==> config.mk <==
export PLATFORM = sky130hd
export DESIGN_NAME = rc_stick_and_mode_switch_conditioner_top
export DESIGN_NICKNAME = d
export VERILOG_FILES = /design/src/hw/rtl/rcsc_pkg.sv /design/src/hw/rtl/rcsc_cfg_regs.sv /design/src/hw/rtl/rcsc_stick_lane.sv /design/src/hw/rtl/rcsc_switch_logic.sv /design/src/hw/rtl/rc_stick_and_mode_switch_conditioner_top.sv
export SDC_FILE = /design/constraint.sdc
export NUM_CORES = 2
export LEC_CHECK = 0
export ABC_AREA = 1
export ABC_CLOCK_PERIOD_IN_PS = 10800
export BUFFER_PORTS_ARGS = -buffer_cell sky130_fd_sc_hd__buf_2
export CORE_MARGIN = 4
export CORE_UTILIZATION = 40
export DETAILED_ROUTE_END_ITERATION = 12
export GPL_TIMING_DRIVEN = 0
export PLACE_DENSITY = 0.59
export SYNTH_ARGS = -nofsm -noshare
export SYNTH_HDL_FRONTEND = slang
export SYNTH_SLANG_ARGS = --single-unit
==> constraint.sdc <==
create_clock -name i_clk -period 10.8 [get_ports i_clk]
set_clock_uncertainty 0.2 [all_clocks]
set_input_delay 0.54 -clock i_clk [delete_from_list [all_inputs] [get_ports i_clk]]
set_output_delay 0.54 -clock i_clk [all_outputs]
set_load 0.02 [all_outputs]
==> src/hw/rtl/rcsc_pkg.sv <==
// Shared types and constants for the RC stick and mode switch conditioner.
// No dependencies; imported by every module of the block.
`timescale 1ns / 1ps
`default_nettype none

package rcsc_pkg;

    localparam int PULSE_BITS_DEF  = 12;
    localparam int DZ_BITS         = 9;
    localparam int GAIN_BITS       = 32;
    localparam int THR_BITS        = 12;
    localparam int LEVEL_BITS      = 16;
    localparam int APB_DATA_BITS   = 32;
    localparam int APB_ADDR_BITS   = 5;
    localparam int REG_IDX_BITS    = 3;

    localparam int CENTER_US       = 1500;
    localparam int SWITCH_LIMIT_US = 2100;
    localparam int LEVEL_MAX       = 32767;

    localparam logic [DZ_BITS-1:0]   DZ_RST     = DZ_BITS'(25);
    localparam logic [GAIN_BITS-1:0] GAIN_RST   = GAIN_BITS'(4521018);
    localparam logic [THR_BITS-1:0]  THR_RST    = THR_BITS'(1750);

    typedef enum logic [REG_IDX_BITS-1:0] {
        REG_DEAD_ZONE  = 3'd0,
        REG_STICK_GAIN = 3'd1,
        REG_MODE_THR   = 3'd2,
        REG_GEAR_THR   = 3'd3,
        REG_REBOOT_THR = 3'd4
    } t_reg_idx;

    typedef struct packed {
        logic [DZ_BITS-1:0]   dz_half;
        logic [GAIN_BITS-1:0] gain;
        logic [THR_BITS-1:0]  mode_thr;
        logic [THR_BITS-1:0]  gear_thr;
        logic [THR_BITS-1:0]  reboot_thr;
    } t_cfg;

    typedef struct packed {
        logic hover_entered;
        logic hover_active;
        logic command_entered;
        logic command_active;
        logic reboot_toggled;
        logic out_of_range;
    } t_sw_flags;

endpackage

`default_nettype wire

==> src/hw/rtl/rcsc_cfg_regs.sv <==
// APB register file: dead zone, stick gain and the three switch thresholds.
// Depends on rcsc_pkg.
`timescale 1ns / 1ps
`default_nettype none

module rcsc_cfg_regs (
    input  wire                                  i_clk,
    input  wire                                  i_rst_n,
    input  wire                                  psel,
    input  wire                                  penable,
    input  wire                                  pwrite,
    input  wire  [rcsc_pkg::APB_ADDR_BITS-1:0]   paddr,
    input  wire  [rcsc_pkg::APB_DATA_BITS-1:0]   pwdata,
    output logic [rcsc_pkg::APB_DATA_BITS-1:0]   prdata,
    output logic                                 pready,
    output rcsc_pkg::t_cfg                       o_cfg
);
    import rcsc_pkg::*;

    t_cfg                    r_cfg;
    logic                    wr_en;
    logic [REG_IDX_BITS-1:0] reg_idx;

    // word index; byte offset bits are ignored
    assign reg_idx = paddr[APB_ADDR_BITS-1:2];
    assign wr_en   = psel && penable && pwrite;
    assign pready  = 1'b1;
    assign o_cfg   = r_cfg;

    always_ff @(posedge i_clk) begin
        if (!i_rst_n) begin
            r_cfg.dz_half    <= DZ_RST;
            r_cfg.gain       <= GAIN_RST;
            r_cfg.mode_thr   <= THR_RST;
            r_cfg.gear_thr   <= THR_RST;
            r_cfg.reboot_thr <= THR_RST;
        end else if (wr_en) begin
            case (reg_idx)
                REG_DEAD_ZONE:  r_cfg.dz_half    <= pwdata[DZ_BITS-1:0];
                REG_STICK_GAIN: r_cfg.gain       <= pwdata[GAIN_BITS-1:0];
                REG_MODE_THR:   r_cfg.mode_thr   <= pwdata[THR_BITS-1:0];
                REG_GEAR_THR:   r_cfg.gear_thr   <= pwdata[THR_BITS-1:0];
                REG_REBOOT_THR: r_cfg.reboot_thr <= pwdata[THR_BITS-1:0];
                default: ;
            endcase
        end
    end

    always_comb begin
        case (reg_idx)
            REG_DEAD_ZONE:  prdata = APB_DATA_BITS'(r_cfg.dz_half);
            REG_STICK_GAIN: prdata = APB_DATA_BITS'(r_cfg.gain);
            REG_MODE_THR:   prdata = APB_DATA_BITS'(r_cfg.mode_thr);
            REG_GEAR_THR:   prdata = APB_DATA_BITS'(r_cfg.gear_thr);
            REG_REBOOT_THR: prdata = APB_DATA_BITS'(r_cfg.reboot_thr);
            default:        prdata = '0;
        endcase
    end

endmodule

`default_nettype wire

==> src/hw/rtl/rcsc_stick_lane.sv <==
// One stick channel: center at 1500 us, dead zone, gain multiply, saturate.
// Depends on rcsc_pkg.
`timescale 1ns / 1ps
`default_nettype none

module rcsc_stick_lane #(
    parameter int PULSE_BITS = rcsc_pkg::PULSE_BITS_DEF
) (
    input  wire         [PULSE_BITS-1:0]              i_pulse,
    input  wire         [rcsc_pkg::DZ_BITS-1:0]       i_dz_half,
    input  wire         [rcsc_pkg::GAIN_BITS-1:0]     i_gain,
    output logic signed [rcsc_pkg::LEVEL_BITS-1:0]    o_level,
    output logic                                      o_inside
);
    import rcsc_pkg::*;

    localparam int PROD_BITS = PULSE_BITS + GAIN_BITS;
    localparam logic [PULSE_BITS-1:0] CENTER = PULSE_BITS'(CENTER_US);

    logic                       neg;
    logic [PULSE_BITS-1:0]      mag;
    logic [PULSE_BITS-1:0]      dz_ext;
    logic [PULSE_BITS-1:0]      excess;
    logic [PROD_BITS-1:0]       prod;
    logic                       sat;
    logic [LEVEL_BITS-1:0]      q;

    assign neg      = i_pulse < CENTER;
    assign mag      = neg ? (CENTER - i_pulse) : (i_pulse - CENTER);
    assign dz_ext   = PULSE_BITS'(i_dz_half);
    assign o_inside = mag <= dz_ext;
    assign excess   = mag - dz_ext;
    assign prod     = PROD_BITS'(excess) * PROD_BITS'(i_gain);
    // (prod >> 16) above 32767 whenever any bit from 31 up is set
    assign sat      = |prod[PROD_BITS-1:31];
    assign q        = sat ? LEVEL_BITS'(LEVEL_MAX) : {1'b0, prod[30:16]};

    always_comb begin
        if (o_inside) begin
            o_level = '0;
        end else if (neg) begin
            o_level = -$signed(q);
        end else begin
            o_level = $signed(q);
        end
    end

endmodule

`default_nettype wire

==> src/hw/rtl/rcsc_switch_logic.sv <==
// Mode, gear and reboot switch decoding with edge history and sticky command entry.
// Depends on rcsc_pkg.
`timescale 1ns / 1ps
`default_nettype none

module rcsc_switch_logic #(
    parameter int PULSE_BITS = rcsc_pkg::PULSE_BITS_DEF
) (
    input  wire                      i_clk,
    input  wire                      i_rst_n,
    input  wire                      i_advance,
    input  rcsc_pkg::t_cfg           i_cfg,
    input  wire  [PULSE_BITS-1:0]    i_mode_pulse,
    input  wire  [PULSE_BITS-1:0]    i_gear_pulse,
    input  wire  [PULSE_BITS-1:0]    i_reboot_pulse,
    output rcsc_pkg::t_sw_flags      o_flags
);
    import rcsc_pkg::*;

    localparam int CMP_W = (PULSE_BITS > THR_BITS) ? PULSE_BITS : THR_BITS;
    localparam logic [CMP_W-1:0] LIMIT = CMP_W'(SWITCH_LIMIT_US);

    logic                  r_primed;
    logic [PULSE_BITS-1:0] r_prev_mode;
    logic [PULSE_BITS-1:0] r_prev_gear;
    logic [PULSE_BITS-1:0] r_prev_reboot;
    logic                  r_cmd;
    logic                  r_cmd_entry;
    logic                  n_cmd;
    logic                  n_cmd_entry;

    logic [CMP_W-1:0] mode, gear, reboot;
    logic [CMP_W-1:0] p_mode, p_gear, p_reboot;
    logic [CMP_W-1:0] mode_thr, gear_thr, reboot_thr;
    logic             hover;

    assign mode       = CMP_W'(i_mode_pulse);
    assign gear       = CMP_W'(i_gear_pulse);
    assign reboot     = CMP_W'(i_reboot_pulse);
    // first frame after reset sees itself as history: no edges
    assign p_mode     = r_primed ? CMP_W'(r_prev_mode)   : mode;
    assign p_gear     = r_primed ? CMP_W'(r_prev_gear)   : gear;
    assign p_reboot   = r_primed ? CMP_W'(r_prev_reboot) : reboot;
    assign mode_thr   = CMP_W'(i_cfg.mode_thr);
    assign gear_thr   = CMP_W'(i_cfg.gear_thr);
    assign reboot_thr = CMP_W'(i_cfg.reboot_thr);

    assign hover = mode > mode_thr;

    always_comb begin
        n_cmd       = r_cmd;
        n_cmd_entry = r_cmd_entry;
        if (hover) begin
            if (p_gear < gear_thr && gear > gear_thr) begin
                n_cmd_entry = 1'b1;
            end else if (gear < gear_thr) begin
                n_cmd_entry = 1'b0;
            end
            n_cmd = gear > gear_thr;
        end
    end

    always_comb begin
        o_flags.hover_entered   = (p_mode < mode_thr) && hover;
        o_flags.hover_active    = hover;
        o_flags.command_entered = n_cmd_entry;
        o_flags.command_active  = n_cmd;
        o_flags.reboot_toggled  = !hover && !n_cmd &&
                                  (p_reboot < reboot_thr) && (reboot > reboot_thr);
        o_flags.out_of_range    = (mode > LIMIT) || (gear > LIMIT) || (reboot > LIMIT);
    end

    always_ff @(posedge i_clk) begin
        if (!i_rst_n) begin
            r_primed    <= 1'b0;
            r_cmd       <= 1'b1;
            r_cmd_entry <= 1'b0;
        end else if (i_advance) begin
            r_primed    <= 1'b1;
            r_cmd       <= n_cmd;
            r_cmd_entry <= n_cmd_entry;
        end
    end

    // history only matters once primed
    always_ff @(posedge i_clk) begin
        if (i_advance) begin
            r_prev_mode   <= i_mode_pulse;
            r_prev_gear   <= i_gear_pulse;
            r_prev_reboot <= i_reboot_pulse;
        end
    end

endmodule

`default_nettype wire

==> src/hw/rtl/rc_stick_and_mode_switch_conditioner_top.sv <==
// Top level of the RC stick and mode switch conditioner.
// Depends on rcsc_pkg, rcsc_cfg_regs, rcsc_stick_lane, rcsc_switch_logic.
//
// Usage:
//   Input channel: one beat is one radio frame (four stick pulses and the
//   mode, gear and reboot switch pulses, in us), taken when i_in_valid is
//   high and o_in_stall is low. Output channel: one beat per frame with the
//   four Q1.15 stick levels and the mode flags, taken when o_out_valid is
//   high and i_out_stall is low.
//   The frame is registered in the input register, then all levels and flags
//   are computed in one pass into the result register. Throughput is one
//   frame per cycle while i_out_stall is low; the four per-stick multipliers
//   and the switch history update all finish within that single pass.
//   While the receiver stalls, the result register holds and one more frame
//   may wait in the input register; o_in_stall rises only when both are full.
//   Synchronous reset restores register defaults, empties both stages and
//   invalidates the switch history; the first frame after reset primes it.
//   Write registers over APB only while no frame is in flight; not enforced.
`timescale 1ns / 1ps
`default_nettype none

module rc_stick_and_mode_switch_conditioner_top #(
    parameter int PULSE_BITS = rcsc_pkg::PULSE_BITS_DEF
) (
    input  wire                                       i_clk,
    input  wire                                       i_rst_n,
    // APB configuration
    input  wire                                       psel,
    input  wire                                       penable,
    input  wire                                       pwrite,
    input  wire         [rcsc_pkg::APB_ADDR_BITS-1:0] paddr,
    input  wire         [rcsc_pkg::APB_DATA_BITS-1:0] pwdata,
    output logic        [rcsc_pkg::APB_DATA_BITS-1:0] prdata,
    output logic                                      pready,
    // frame input
    input  wire                                       i_in_valid,
    output logic                                      o_in_stall,
    input  wire         [PULSE_BITS-1:0]              i_stick0_pulse,
    input  wire         [PULSE_BITS-1:0]              i_stick1_pulse,
    input  wire         [PULSE_BITS-1:0]              i_stick2_pulse,
    input  wire         [PULSE_BITS-1:0]              i_stick3_pulse,
    input  wire         [PULSE_BITS-1:0]              i_mode_pulse,
    input  wire         [PULSE_BITS-1:0]              i_gear_pulse,
    input  wire         [PULSE_BITS-1:0]              i_reboot_pulse,
    // result output
    output logic                                      o_out_valid,
    input  wire                                       i_out_stall,
    output logic signed [rcsc_pkg::LEVEL_BITS-1:0]    o_stick0_level,
    output logic signed [rcsc_pkg::LEVEL_BITS-1:0]    o_stick1_level,
    output logic signed [rcsc_pkg::LEVEL_BITS-1:0]    o_stick2_level,
    output logic signed [rcsc_pkg::LEVEL_BITS-1:0]    o_stick3_level,
    output logic                                      o_hover_entered,
    output logic                                      o_hover_active,
    output logic                                      o_command_entered,
    output logic                                      o_command_active,
    output logic                                      o_reboot_toggled,
    output logic                                      o_sticks_centered,
    output logic                                      o_out_of_range
);
    import rcsc_pkg::*;

    localparam int NUM_STICKS = 4;

    t_cfg cfg;

    logic                  r_in_valid;
    logic [PULSE_BITS-1:0] r_stick [NUM_STICKS];
    logic [PULSE_BITS-1:0] r_mode;
    logic [PULSE_BITS-1:0] r_gear;
    logic [PULSE_BITS-1:0] r_reboot;

    logic                  in_accept;
    logic                  advance;

    logic signed [LEVEL_BITS-1:0] level  [NUM_STICKS];
    logic        [NUM_STICKS-1:0] lane_in_dz;
    t_sw_flags                    flags;

    logic                         r_out_valid;
    logic signed [LEVEL_BITS-1:0] r_level [NUM_STICKS];
    t_sw_flags                    r_flags;
    logic                         r_centered;

    rcsc_cfg_regs u_cfg (
        .i_clk   (i_clk),
        .i_rst_n (i_rst_n),
        .psel    (psel),
        .penable (penable),
        .pwrite  (pwrite),
        .paddr   (paddr),
        .pwdata  (pwdata),
        .prdata  (prdata),
        .pready  (pready),
        .o_cfg   (cfg)
    );

    // handshake: stage 1 moves on when the result register is empty or drained
    assign advance    = r_in_valid && (!r_out_valid || !i_out_stall);
    assign o_in_stall = r_in_valid && r_out_valid && i_out_stall;
    assign in_accept  = i_in_valid && !o_in_stall;

    always_ff @(posedge i_clk) begin
        if (!i_rst_n) begin
            r_in_valid <= 1'b0;
        end else if (in_accept) begin
            r_in_valid <= 1'b1;
        end else if (advance) begin
            r_in_valid <= 1'b0;
        end
    end

    always_ff @(posedge i_clk) begin
        if (in_accept) begin
            r_stick[0] <= i_stick0_pulse;
            r_stick[1] <= i_stick1_pulse;
            r_stick[2] <= i_stick2_pulse;
            r_stick[3] <= i_stick3_pulse;
            r_mode     <= i_mode_pulse;
            r_gear     <= i_gear_pulse;
            r_reboot   <= i_reboot_pulse;
        end
    end

    for (genvar g = 0; g < NUM_STICKS; g++) begin : g_lane
        rcsc_stick_lane #(
            .PULSE_BITS (PULSE_BITS)
        ) u_lane (
            .i_pulse     (r_stick[g]),
            .i_dz_half   (cfg.dz_half),
            .i_gain      (cfg.gain),
            .o_level     (level[g]),
            .o_inside    (lane_in_dz[g])
        );
    end

    rcsc_switch_logic #(
        .PULSE_BITS (PULSE_BITS)
    ) u_switch (
        .i_clk          (i_clk),
        .i_rst_n        (i_rst_n),
        .i_advance      (advance),
        .i_cfg          (cfg),
        .i_mode_pulse   (r_mode),
        .i_gear_pulse   (r_gear),
        .i_reboot_pulse (r_reboot),
        .o_flags        (flags)
    );

    always_ff @(posedge i_clk) begin
        if (!i_rst_n) begin
            r_out_valid <= 1'b0;
        end else if (advance) begin
            r_out_valid <= 1'b1;
        end else if (!i_out_stall) begin
            r_out_valid <= 1'b0;
        end
    end

    always_ff @(posedge i_clk) begin
        if (advance) begin
            r_level    <= level;
            r_flags    <= flags;
            r_centered <= &lane_in_dz;
        end
    end

    assign o_out_valid       = r_out_valid;
    assign o_stick0_level    = r_level[0];
    assign o_stick1_level    = r_level[1];
    assign o_stick2_level    = r_level[2];
    assign o_stick3_level    = r_level[3];
    assign o_hover_entered   = r_flags.hover_entered;
    assign o_hover_active    = r_flags.hover_active;
    assign o_command_entered = r_flags.command_entered;
    assign o_command_active  = r_flags.command_active;
    assign o_reboot_toggled  = r_flags.reboot_toggled;
    assign o_sticks_centered = r_centered;
    assign o_out_of_range    = r_flags.out_of_range;

endmodule

`default_nettype wire

**Yosys cells after proc, flatten, opt, wreduce, memory -nomap -nowiden**

Memories as Yosys holds them, arrays and structs flattened.
Index checks and enable logic that the tools add are counted.

- Bits in registers: 225
- Memory bits (writable): 48
- Output and inout port bits: 106
- Memories: 1

- $add $sub $neg: 16
- Multiply operators: 4
- Magnitude comparators: 18
- Equality and inequality tests: 5
- Multiplexer cells: 26
- Reductions and logical operators: 31

Memories:

| name | words | width | read ports | clocked after Yosys merged registers in | wr ports | line | RTL |
|---|---|---|---|---|---|---|---|
| r_stick | 4 | 12 | 4 | 0 | 4 | rc_stick_and_mode_switch_conditioner_top.sv:67 | `logic [PULSE_BITS-1:0] r_stick [NUM_STICKS];` |

Operators by type and width:

| cell | count |
|---|---|
| $mul A12 B32 Y44 | 4 |
| $pmux W32 S5 | 1 |
| $mux W12 | 7 |
| $mux W16 | 4 |
| $neg A16 Y16 | 4 |
| $mux W15 | 4 |
| $reduce_or A13 Y1 | 4 |
| $le A12 B9 Y1 | 4 |
| $lt A12 B11 Y1 const B | 4 |
| $lt A12 B12 Y1 | 4 |
| $sub A11 B12 Y12 const A | 4 |
| $sub A12 B11 Y12 const B | 4 |
| $sub A12 B9 Y12 | 4 |
| $gt A12 B12 Y1 | 3 |
| $gt A12 B12 Y1 const B | 3 |
| $logic_and A1 B1 Y1 | 11 |
| $mux W1 | 10 |
| $reduce_and A2 Y1 | 5 |
| $eq A3 B2 Y1 const B | 2 |
| $logic_not A1 Y1 | 5 |
| $reduce_and A4 Y1 | 1 |
| $eq A3 B1 Y1 const B | 1 |
| $eq A3 B3 Y1 const B | 1 |
| $logic_not A3 Y1 | 1 |
| other kinds (3) | 5 |

**Longest topological paths before layout**

An unclocked memory read counts as a cell.

- Depth in word-level cells: 9
- Mapped depth: 67

**By module**

A second synthesis with hierarchy kept.

- Cells, all modules: 9,069
- Area total of the unflattened synthesis: 66,994.3 um^2

Modules (own cells, without submodules):

| module | instances | cells each | area each (um^2) | sequential area each (um^2) |
|---|---|---|---|---|
| rcsc_stick_lane (g_lane[3].u_lane) | 1 | 1,973 | 13,812.0 | 0.0 |
| rcsc_stick_lane (g_lane[2].u_lane) | 1 | 1,968 | 13,746.9 | 0.0 |
| rcsc_stick_lane (g_lane[1].u_lane) | 1 | 1,959 | 13,741.9 | 0.0 |
| rcsc_stick_lane (g_lane[0].u_lane) | 1 | 1,948 | 13,613.1 | 0.0 |
| rc_stick_and_mode_switch_conditioner_top | 1 | 171 | 4,760.8 | 4,694.5 |
| rcsc_cfg_regs | 1 | 594 | 3,781.1 | 1,541.5 |
| rcsc_switch_logic | 1 | 456 | 3,538.4 | 1,141.1 |

**Worst setup path after synthesis**

No wires, ideal clock.

- Kind: flip-flop to flip-flop
- Start point: mem r_stick[3][2] (netlist bit)
- End point: reg r_level (netlist bit o_stick3_level[14]) (data pin)
- Arrival time: 9,371 ps
- Required time: 10,345 ps
- Path slack: 974 ps
- Stages on the path, launching flop included: 60
- Buffers on the path: 5
- Clock period less this slack: 9,826 ps
- Cells stage by stage: edfxtp_1 > ha_1 > nand2_1 > nand2_1 > a21oi_1 > nor2_1 > nor2_1 > clkbuf_1 > clkbuf_1 > o21ai_0 > ha_1 > nand2_1 > nand2_1 > a21oi_1 > or2_1 > nand2_1 > a21oi_1 > or2_1 > [24 not listed] > nand2_1 > nand2_1 > nand2_1 > nand2_1 > nor3_4 > nand2_2 > buf_2 > nor2_1 > ha_1 > inv_1 > nor2_1 > nand4_1 > nor2_1 > nand3_1 > nand2_1 > nand3_1 > nand2_1 > nor2_1

RTL lines:

| element | line | RTL |
|---|---|---|
| start, declared | rc_stick_and_mode_switch_conditioner_top.sv:67 |  |
| end signal, assigned | rc_stick_and_mode_switch_conditioner_top.sv:161 | `r_level <= level;` |
| end, declared | rc_stick_and_mode_switch_conditioner_top.sv:80 | `logic signed [LEVEL_BITS-1:0] r_level [NUM_STICKS];` |

==> flow_results.org <==
** Worst setup path
- Worst Path Max Fanout :: 10
- By startpoint and endpoint, the worst setup path is classified as flip-flop to flip-flop.
- On the critical path, the stage with the largest delay is an instance of sky130_fd_sc_hd__fa_2.
- Critical Path End Type :: flip-flop
- The worst setup path is launched from a flip-flop.
- Worst EP required :: 11.03 ns
- Among the stages of the critical path, the cell type that occurs most often is sky130_fd_sc_hd__nand2_1.
- Critical Path Max Stage Delay :: 0.63 ns
- Arrival time of the worst setup path :: 10.67 ns

** Clock tree
- The later pin in the worst-skew pair is clocked with a latency of 0.65 ns.
- Clock transition at the registers of the reported paths :: 0.06 ns
- The tree built by TritonCTS fans out to 273 sinks.
- Largest buffer count on any clock path :: 3
- Max H-tree Level :: 2
- Clock tree from TritonCTS :: built
- In this run, CTS created clock tree buffers numbering 35.
- Cell chosen for the clock root :: sky130_fd_sc_hd__clkbuf_16

** Drt
- DRT Wirelength :: 257 mm
- The detailed router finished its first iteration with 5,314 violations.
- First-pass iteration count of the detailed router :: 6
- WL per Instance :: 23.0 um
- In the routed layout, each cell is associated on average with a via count of 5.29.
- Final ANT Viol Nets :: 0
- In the routed design, unresolved DRC markers number 0.
- Detailed routing inserted a total of 58,965 vias.

** GRT
- Number of antenna violations at the first check in global routing :: 12
- Largest net degree at the start of global routing :: 45
- In the global route stage, overall resource usage came out at 0.302.
- Wire length of the first global-routing pass :: 378 mm
- Global route overflow :: 0
- Via count of the first global-routing pass :: 60,007

** Floorplan
- Area of the core region :: 0.161 mm^2
- Height of the chip :: 410 um
- Initial cell density of the core :: 0.403
- The floorplan has 147 rows.
- Pin placement for this block handled 234 I/O pins.
- The die covers 0.168 mm^2.
- Chip width :: 410 um

** Logic synthesis
- Average cell area after synthesis :: 7.63 um^2
- The cell count after synthesis came out at 8,476.
- Yosys printed 0 warnings.
- Mapped cell area :: 0.0647 mm^2
- Net Count, Synth :: 10,237
- The synthesized design contains 273 register bits.
- Seq/Total Area, Yosys :: 0.114
- Synth async-reset ratio :: 0
- The most used flip-flop cell after synthesis is sky130_fd_sc_hd__edfxtp_1.
- The biggest area contributor in the post-synthesis netlist is sky130_fd_sc_hd__fa_1.
- Number of enable-type register cells in the synthesized netlist :: 191
- Unique cell type count in the Yosys netlist :: 66
- Top area cells in the synthesized netlist :: sky130_fd_sc_hd__fa_1 37%, sky130_fd_sc_hd__nand2_1 12%, sky130_fd_sc_hd__inv_1 10%
- Share of the synthesized area in the top cell type :: 0.372

** STA
- Based on the critical path, the design can be clocked at up to 95.7 MHz.
- Final number of hold-violating endpoints :: 0
- Final setup violation count :: 0
- The worst pin sits at a relative slew slack of -0.0488.
- The count of pins over their slew limit is 22.
- Fin crit share :: 0.967
- Crit path time final :: 10.45 ns
- RSZ-0062 raised after global routing :: true
- For the pin with the worst max-slew slack, the measured transition is 1.57 ns.

** Placement
- In this run the tool buffered the top-level ports with 230 buffer cells.
- Once detailed placement completed, the half-perimeter wirelength came to 207 mm.
- The placed instances occupy a cell area of 0.0687 mm^2.
- Cells after DPL :: 10,872
- The congestion estimate from routability-driven global placement came to 1.01.

** Final layout
- Cell Count, Final, Fillers Out :: 11,143
- Finished Cell Area :: 0.0741 mm^2
- In the final layout, the share of cells above drive strength 1 is 0.119.
- Count of nets after finishing :: 10,712
- Storage element area :: 0.00738 mm^2
- After filler insertion, the fill cell instance count of the layout stands at 16,176.
- Utilization after layout :: 0.462
- In the final layout, the multi-input gates occupy 0.0512 mm^2.
- Area growth, synth to finish :: 14.6%

** Job
- Max-cap violations in this run came to 2.

** Outcome
- The flow ran to the end, but the final reports show violations.
- The checks that failed: max-capacitance violations, max-slew violations.

** Min path
- The min-delay analysis places its worst path in the category input pin to flip-flop.
## placed cells by master, fill, tap and decap left out, types with 86 or more instances in the layout
cell | netlist | final
sky130_fd_sc_hd__inv_1 | 1797 | 1788
sky130_fd_sc_hd__a21oi_1 | 359 | 258
sky130_fd_sc_hd__fa_1 | 1200 | 1180
sky130_fd_sc_hd__ha_1 | 433 | 357
sky130_fd_sc_hd__xor2_1 | 89 | 87
sky130_fd_sc_hd__nand2_2 | 15 | 92
sky130_fd_sc_hd__clkbuf_1 | 263 | 219
sky130_fd_sc_hd__nand3_1 | 180 | 166
sky130_fd_sc_hd__nor2_2 | 20 | 86
sky130_fd_sc_hd__edfxtp_1 | 191 | 191
sky130_fd_sc_hd__nand2_1 | 2024 | 1938
sky130_fd_sc_hd__buf_4 | 10 | 120
sky130_fd_sc_hd__o21ai_0 | 261 | 210
sky130_fd_sc_hd__nor2_1 | 1002 | 900
sky130_fd_sc_hd__buf_2 | 24 | 241
sky130_fd_sc_hd__a21oi_2 | 0 | 98
## cells in the mapped netlist (9+ instances only)
cell	count
sky130_fd_sc_hd__clkinv_1	14
sky130_fd_sc_hd__edfxtp_1	191
sky130_fd_sc_hd__dfxtp_1	82
sky130_fd_sc_hd__o211ai_1	34
sky130_fd_sc_hd__a221oi_1	11
sky130_fd_sc_hd__inv_2	28
sky130_fd_sc_hd__xnor2_1	24
sky130_fd_sc_hd__a21boi_0	12
sky130_fd_sc_hd__nor2_1	1002
sky130_fd_sc_hd__fa_1	1200
sky130_fd_sc_hd__o21ai_0	261
sky130_fd_sc_hd__nand3_1	180
sky130_fd_sc_hd__xor2_1	89
sky130_fd_sc_hd__or2_2	25
sky130_fd_sc_hd__nand4_1	66
sky130_fd_sc_hd__clkbuf_1	263
sky130_fd_sc_hd__nor2_2	20
sky130_fd_sc_hd__inv_1	1797
sky130_fd_sc_hd__ha_1	433
sky130_fd_sc_hd__buf_4	10
sky130_fd_sc_hd__nand2_2	15
sky130_fd_sc_hd__nor3_1	47
sky130_fd_sc_hd__buf_2	24
sky130_fd_sc_hd__nand2_1	2024
sky130_fd_sc_hd__nand3b_1	17
sky130_fd_sc_hd__a21o_1	22
sky130_fd_sc_hd__buf_1	36
sky130_fd_sc_hd__o21a_1	19
sky130_fd_sc_hd__o22ai_1	13
sky130_fd_sc_hd__a21oi_1	359
sky130_fd_sc_hd__o21ai_1	22
sky130_fd_sc_hd__a31oi_1	14
sky130_fd_sc_hd__nor2_4	9
sky130_fd_sc_hd__o21bai_1	18
sky130_fd_sc_hd__nor3_2	9
## worst max-delay path: cells and delay by family, from the launching register on
family                     cells  cell delay, ns
AOI/OAI and AO/OA              6            0.89
xor gates and xnor gates       2            0.44
adders and majority gates      9            3.73
buffers and inverters         11            1.08
DFF                            1            0.45
and+or+nand+nor               33            3.44
## cell type report
| class | count | share of cell area |
|---|---|---|
| multi-input cells | 6030 | 0.691 |
| repair buffers | 438 | 0.0415 |
| clock buffers | 39 | 0.0123 |
| flip-flops and latches | 273 | 0.0996 |
| repair inverters | 2 | 0.000169 |
| clock inverters | 25 | 0.00370 |
| inverters | 1840 | 0.0938 |
| diodes | 5 | 0.000169 |
| well taps | 2160 | 0.0365 |
| plain buffers | 331 | 0.0214 |
## repair_timing
action	4_1_cts	5_1_grt
endpoints found under the setup margin	64	52
hold endpoints to repair	85	0
resized for setup	199	566
buffers inserted	39	76
cloned	1	3
hold buffers	85	0
pin swaps	22	126
## final timing paths
kind / startpoint / to / slack [ns] / cells past startpoint
setup / recovery: r_stick[2][3]$_DFFE_PP_ / o_stick2_level[12]$_SDFFCE_PP0P_ / 0.35 / 61
hold / removal: pwdata[18] / u_cfg.o_cfg[54]$_SDFFE_PN1P_ / 0.05 / 3
setup reg to reg: r_stick[2][3]$_DFFE_PP_ / o_stick2_level[12]$_SDFFCE_PP0P_ / 0.35 / 61
hold reg to reg: r_gear[8]$_DFFE_PP_ / u_switch.r_prev_gear[8]$_DFFE_PP_ / 0.26 / 0
## sequential cells by signal, indices dropped and copies added, names as in the netlist, 12 cells and up
register	flops
r_reboot	12
o_stick1_level	16
o_stick3_level	16
u_switch.r_prev_mode	12
r_stick	48
r_gear	12
u_switch.r_prev_reboot	12
o_stick2_level	16
o_stick0_level	16
u_cfg.o_cfg	77
r_mode	12
u_switch.r_prev_gear	12
## kinds of logic after synthesis
logic type / after synthesis / share of synthesized area
compound gates: 818 / 0.0706
fa+ha+maj: 1633 / 0.455
simple gates: 3460 / 0.216
buf+inv: 2174 / 0.127
flops: 273 / 0.114
other cells: 1 / 0.0000580
xor+xnor: 117 / 0.0163
## metal layers
layer	up-vias	GRT usage	routed length [um]
met5	-	0	57
met4	10	0.150	15600
met3	611	0.0820	27200
met2	2683	0.473	113000
met1	29253	0.385	101000
li1	26408	-	-
## metrics by stage
stage / TNS (ns) / worst slack, ns / hold slack (ns)
after floorplan: 0 / 0.974 / 0.244
after global placement: -50.38 / -1.66 / 0.269
after detailed placement: -56.71 / -1.78 / 0.291
after CTS: 0 / 0.00384 / 0.0200
after global routing: -0.727 / -0.108 / 0.0649
final: 0 / 0.353 / 0.0463
Power is left out: the tool's default activity adds up to more than one toggle a clock period on the data nets, which glitch-free logic cannot reach.
